$ cat config.mk
export PLATFORM = sky130hd
export DESIGN_NAME = gb5_ctrl
export DESIGN_NICKNAME = d
export VERILOG_FILES = /design/src/rtl/gb5_pkg.sv /design/src/rtl/gb5_ctrl.sv
export SDC_FILE = /design/constraint.sdc
export NUM_CORES = 1
export LEC_CHECK = 0
export BUFFER_PORTS_ARGS = -buffer_cell sky130_fd_sc_hd__buf_2
export CORE_ASPECT_RATIO = 1.75
export CORE_MARGIN = 2
export CORE_UTILIZATION = 40
export DETAILED_ROUTE_END_ITERATION = 8
export GPL_TIMING_DRIVEN = 0
export SETUP_SLACK_MARGIN = 0.3
export SLEW_MARGIN = 25
export SYNTH_ARGS = -nofsm -noshare
export SYNTH_HDL_FRONTEND = slang
export SYNTH_SLANG_ARGS = --single-unit
$ cat constraint.sdc
create_clock -name clk -period 6.1 [get_ports clk]
set_input_delay 0 -clock clk [delete_from_list [all_inputs] [get_ports clk]]
set_output_delay 0 -clock clk [all_outputs]
set_load 0.01 [all_outputs]
$ cat src/rtl/gb5_pkg.sv
// shared types and constants for the 5x5 blur stream
package gb5_pkg;

	localparam int PIX_W = 8;
	localparam int SUM_W = 24;
	localparam int DIV_W = 16;
	localparam int WID_W = 12;

	localparam logic [2:0] REG_WIDTH = 3'd0;
	localparam logic [2:0] REG_C0    = 3'd1;
	localparam logic [2:0] REG_C1    = 3'd2;
	localparam logic [2:0] REG_C2    = 3'd3;
	localparam logic [2:0] REG_C3    = 3'd4;
	localparam logic [2:0] REG_C4    = 3'd5;
	localparam logic [2:0] REG_C5    = 3'd6;
	localparam logic [2:0] REG_DIV   = 3'd7;

	localparam logic KIND_PIXEL = 1'b0;
	localparam logic KIND_DRAIN = 1'b1;

	typedef struct packed {
		logic       kind;
		logic [7:0] pixel;
	} in_item_t;

	typedef struct packed {
		logic [7:0] blurred;
		logic       last_in_run;
		logic       frame_end;
	} out_item_t;

	// controller -> datapath commands
	typedef struct packed {
		logic load;        // take new item into window
		logic clear_win;   // column 0: clear window before shift
		logic shift_zero;  // shift a zero column in
		logic start_div;   // start a divide on current window
		logic push;        // quotient ready: present result
		logic last;
		logic fend;
	} gb5_cmd_t;

	typedef struct packed {
		logic div_done;
		logic out_busy;
	} gb5_sts_t;

	function automatic logic [2:0] coef_sel(input int dy, input int dx);
		int a, b;
		a = dy < 0 ? -dy : dy;
		b = dx < 0 ? -dx : dx;
		if (a == 0 && b == 0) return 3'd5;
		if ((a == 0 && b == 1) || (a == 1 && b == 0)) return 3'd4;
		if ((a == 0 && b == 2) || (a == 2 && b == 0)) return 3'd2;
		if (a == 1 && b == 1) return 3'd3;
		if (a == 2 && b == 2) return 3'd0;
		return 3'd1;
	endfunction

endpackage

$ cat src/rtl/gb5_ctrl.sv
// sequencer: read, load, then up to three blur/divide/output passes
module gb5_ctrl import gb5_pkg::*; #(
	parameter int MAX_WIDTH = 2048
) (
	input  logic                         clk,
	input  logic                         arst_n,
	input  logic                         in_valid,
	output logic                         in_ready,
	input  in_item_t                     in_item,
	input  logic [WID_W-1:0]             image_width,
	output gb5_cmd_t                     cmd,
	input  gb5_sts_t                     sts,
	output logic [7:0]                   pix,
	output logic [$clog2(MAX_WIDTH)-1:0] col,
	output logic [1:0]                   rows_seen
);
	localparam int AW = $clog2(MAX_WIDTH);
	localparam logic [2:0] S_IDLE = 3'd0;
	localparam logic [2:0] S_READ = 3'd1;
	localparam logic [2:0] S_LOAD = 3'd2;
	localparam logic [2:0] S_WAIT = 3'd3;
	localparam logic [2:0] S_PUSH = 3'd4;
	localparam logic [2:0] S_NEXT = 3'd5;

	logic [2:0]    state_q;
	logic [AW:0]   colpos_q;
	logic [1:0]    rows_q, drain_q, total_q, n_q;
	logic          drain_item_q, lastc_q;
	logic [7:0]    pix_q;
	logic [AW:0]   w, cc;

	always_comb begin
		if (image_width < WID_W'(5)) w = (AW+1)'(5);
		else if ({{(AW+1){1'b0}}, image_width} > (AW+1+WID_W)'(MAX_WIDTH))
			w = (AW+1)'(MAX_WIDTH);
		else w = (AW+1)'(image_width);
		cc = (colpos_q >= w) ? w - 1'b1 : colpos_q;
	end

	assign col       = cc[AW-1:0];
	assign pix       = pix_q;
	assign rows_seen = rows_q;
	assign in_ready  = (state_q == S_IDLE);

	always_comb begin
		cmd = '0;
		cmd.load      = (state_q == S_LOAD);
		cmd.clear_win = (state_q == S_LOAD) && (cc == '0);
		cmd.shift_zero = (state_q == S_NEXT) && (n_q < total_q);
		cmd.start_div = ((state_q == S_LOAD) && total_q != 2'd0) ||
			((state_q == S_NEXT) && (n_q < total_q));
		cmd.push      = (state_q == S_PUSH) && !sts.out_busy;
		cmd.last      = (n_q + 2'd1 == total_q);
		cmd.fend      = cmd.last && lastc_q && drain_item_q && drain_q == 2'd1;
	end

	always_ff @(posedge clk or negedge arst_n) begin
		if (!arst_n) begin
			state_q <= S_IDLE;
			colpos_q <= '0;
			rows_q <= '0;
			drain_q <= '0;
			total_q <= '0;
			n_q <= '0;
			drain_item_q <= 1'b0;
			lastc_q <= 1'b0;
			pix_q <= '0;
		end else begin
			unique case (state_q)
				S_IDLE: if (in_valid) begin
					drain_item_q <= in_item.kind == KIND_DRAIN;
					pix_q   <= (in_item.kind == KIND_DRAIN) ? 8'd0 : in_item.pixel;
					state_q <= S_READ;
				end
				S_READ: begin
					lastc_q <= (cc == w - 1'b1);
					total_q <= (rows_q >= 2'd2 && cc >= (AW+1)'(2)) ?
						((cc == w - 1'b1) ? 2'd3 : 2'd1) : 2'd0;
					n_q <= '0;
					state_q <= S_LOAD;
				end
				S_LOAD: state_q <= (total_q != 2'd0) ? S_WAIT : S_NEXT;
				S_WAIT: if (sts.div_done) state_q <= S_PUSH;
				S_PUSH: if (!sts.out_busy) begin
					n_q <= n_q + 2'd1;
					state_q <= S_NEXT;
				end
				S_NEXT: begin
					if (n_q < total_q) state_q <= S_WAIT;
					else begin
						state_q <= S_IDLE;
						if (lastc_q) begin
							colpos_q <= '0;
							if (drain_item_q && drain_q == 2'd1) begin
								rows_q <= '0;
								drain_q <= '0;
							end else begin
								if (rows_q != 2'd3) rows_q <= rows_q + 2'd1;
								drain_q <= drain_item_q ? 2'd1 : 2'd0;
							end
						end else colpos_q <= cc + 1'b1;
					end
				end
				default: state_q <= S_IDLE;
			endcase
		end
	end
endmodule

==> results.md <==
* CP Max Fanout at 10
* GP Congestion at about 0.8
* Worst R2R End: colpos_q[8]
* Max transition margin at between 40 and 50%
* Number of fillers in the final layout at just under 700
* Post-synthesis sequential area ratio at 27.8%
* CP Capture Type: flip-flop
* Post-CTS setup repair buffer count at 0
* PD cells at 443 nW/um2
* Worst R2R Path Depth at 11
* Post-detail-place hpwl at between 6000 and 7000 um
* Top Metal Used: met4
* Req. time, crit path at around 6.3 ns
* Hold Path Depth at 3
* Crit-path cells: buf_2 > buf_2 > nor4_2 > a31oi_1 > nor2_1 > ha_1 > nor2b_1 > o21ai_0 > a21oi_1 > o21ai_1 > buf_2 > mux2i_1 > ha_1 > o211ai_1 > xnor2_1 > a22o_1
* CTS tree: yes
* FFs w/ async S/R, synth at 100%
* Top post-synthesis cells by area: dfrtp_1, ha_1, nand2_1, o21ai_0, xor2_1
* Fin. Hold Viols at 0
* Min-delay worst type: in -> reg
* Mapped Cells at around 330
* EDFF count, synth at 0
* Routed via count at approximately 2700
* First-pass GRT wire length at ~13000 um
* Drt pass-1 iters at 4
* Worst-Margin Slew at between 0.8 and 0.9 ns
* Post-cts resize count at 0
* Setup TNS at 0 ns
* Post-synth top area share at between 20% and 30%
* H-tree Lvls at 2
* Clk sinks at 32
* Area of the core at between 6000 and 7000 um2
* Status: completed
* Routed wire per std cell at 16.3 um
* Initial antenna violation count at 0
* Crit-path max cell delay at approximately 0.71 ns
* Post-DP Area at roughly 3200 um2
* CP max stage cell: o21ai_1
* Die ar. at between 7000 and 8000 um2
* Bufs and invs on worst path at 3
* Leak at approximately 1.6 nW
* Port Buffers at 52
* Synth Area per Inst at 8.64 um2
* Worst skew pair latency at approximately 0.28 ns
* Clock transition at path regs at 0.05 ns
* Ys flop type: dfrtp_1
* Die height at between 100 and 150 um
* Worst EP arrival at between 4 and 5 ns
* Yosys warns at 0
* Gr ovfl total at 0
* Syn Nets at between 300 and 400
* Kind of critical path: in -> reg
* Clk Tree Root Cell: clkbuf_16
* First DRT Iteration DRCs at 72
* Min cycle time layout at between 3 and 4 ns
* Largest net degree at the start of global routing at 33
* # nets final at roughly 450
* Max Clock Skew at ~0.0017 ns
* I/O pin count at 55
* Area leader, netlist: dfrtp_1
* Routed vias/inst at 5.63
* Worst R2R Setup Slack at between 2 and 2.5 ns
* Hold slack at a little over 0.02 ns
* Slew Viols, Final at 0
* Mapped Area at around 2900 um2
* Area growth from synthesis to layout at 20.9%
* CP Launch Type: input port
* Max Buffers Root-to-Sink at 2
* # diodes at 0
* Post-route antenna net violation count at 0
* Maximum vdd drop at roughly 300 uV
* Max_cap viols at 0
* Post-route design area at 3480 um2
* Total power at ~1.5 mW
* Metal-1 WL at around 2900 um
* Rows at 40
* Worst flop-to-flop path startpoint: colpos_q[7]
* Drc violations at 0
* Count leader, synth: nand2_1
* Commonest cells in the netlist: nand2_1, dfrtp_1, o21ai_0
* Min-delay src: sts[1]
* Num CTS Buffers at 5
* Number of global-route vias before repair at 2755
* Met2 wire len at ~4400 um
* Synth cell types at 55
* Final setup viols at 0
* Fin util at between 50% and 60%
* Initial Util at 41.7%
* Crit-path leading delay family: compound AO/OA/AOI/OAI gates
* Ratio of cells with drive above 1 in the final layout at 21.9%
* Seq cells post-synth at 32
* Final WL at between 7000 and 8000 um
* Gr usage total at 21.7%
* Die W at ~70 um
* F_max at 253 MHz
* WHS Endpoint: state_q[1]
* WL met3 at roughly 330 um
* Ratio of final minimum period to clock period at between 60% and 70%
* Most frequent CP cell: buf_2
* RSZ-0062 raised after global routing: no
* Hold_buf cts at 9
==> state kept, by name, summed over array words and instances, names as in the netlist <==
signal and flops:
state_q 3, drain_item_q 1, rows_seen 2, pix 8
colpos_q 12, total_q 2, lastc_q 1, n_q 2
drain_q 1
==> worst max-delay path by stage <==
| stage | endpoint | startpoint | depth (start not counted) | slack (ns) |
|---|---|---|---|---|
| detailed placement | colpos_q[4] | image_width[9] | 15 | 1.86 |
| global placement | colpos_q[8] | image_width[3] | 17 | 1.91 |
| global route | colpos_q[4] | image_width[3] | 16 | 1.69 |
| floorplan | colpos_q[6] | image_width[3] | 15 | 2.65 |
| CTS | colpos_q[4] | image_width[9] | 15 | 2.13 |
| finish | colpos_q[8] | image_width[3] | 16 | 2.15 |
==> worst reg2reg max path, delay by kind of cell (launching register included) <==
family / cells / cell delay (ns)
mux: 1 / 0.48
flops: 1 / 0.47
buf+inv: 1 / 0.39
fa+ha+maj: 2 / 0.72
simple gates: 2 / 0.27
compound gates: 4 / 1.23
xor+xnor: 1 / 0.15
==> area by class of cell <==
cell class | instances | area, um2 | share of cell area [%]
clock buffer | 8 | 146 | 4.21
sequential | 32 | 801 | 23.0
inverter | 16 | 60.1 | 1.73
tap | 84 | 105 | 3.02
buffer | 13 | 60.1 | 1.73
multi-input combinational | 272 | 1960 | 56.2
timing repair buffer | 61 | 350 | 10.1
==> cells by family (layout without fill, tap and decap cells) <==
logic type,count (synthesis),count (layout),share of synthesized area [%]
AND/OR/NAND/NOR,135,135,26.5
flip-flops,32,32,27.8
AO/OA/AOI/OAI,78,78,19.8
multiplexers,16,16,6.00
XOR/XNOR,23,23,7.00
buffers and inverters,29,98,4.17
adder cells (fa/ha/maj),20,20,8.70
==> power by group <==
part           switching [mW]  internal, mW  total, mW  leakage [nW]
registers               0.118         0.309      0.427         0.411
clock network          0.0857         0.162      0.248        0.0712
logic                   0.493         0.373      0.867          1.11
total                   0.697         0.845       1.54          1.59
==> metrics by stage <==
stage               instances  setup WS [ns]
floorplan                 333           2.65
global placement          469           1.91
detailed placement        469           1.86
CTS                       486           2.13
global route              486           1.69
finish                    486           2.15
==> layout by cell type, fill, tap and decap left out, types with 8 or more instances in the layout <==
cell,instances
mux2_2,10
dlygate4sd3_1,9
buf_2,55
nor4_1,9
clkbuf_1,10
o21ai_0,24
nand2b_1,15
xnor2_1,10
nor3_1,8
or3_1,8
nand2_1,36
xor2_1,13
dfrtp_1,32
nor2_1,15
a21oi_1,11
nand3_1,10
ha_1,20
inv_1,16
==> layer usage <==
layer	GRT usage, %	vias to the layer above
met5	0	-
met4	10.8	0
met3	2.79	21
met2	41.9	81
met1	21.5	1281
li1	-	1352
(Power assumes the default switching activity.)
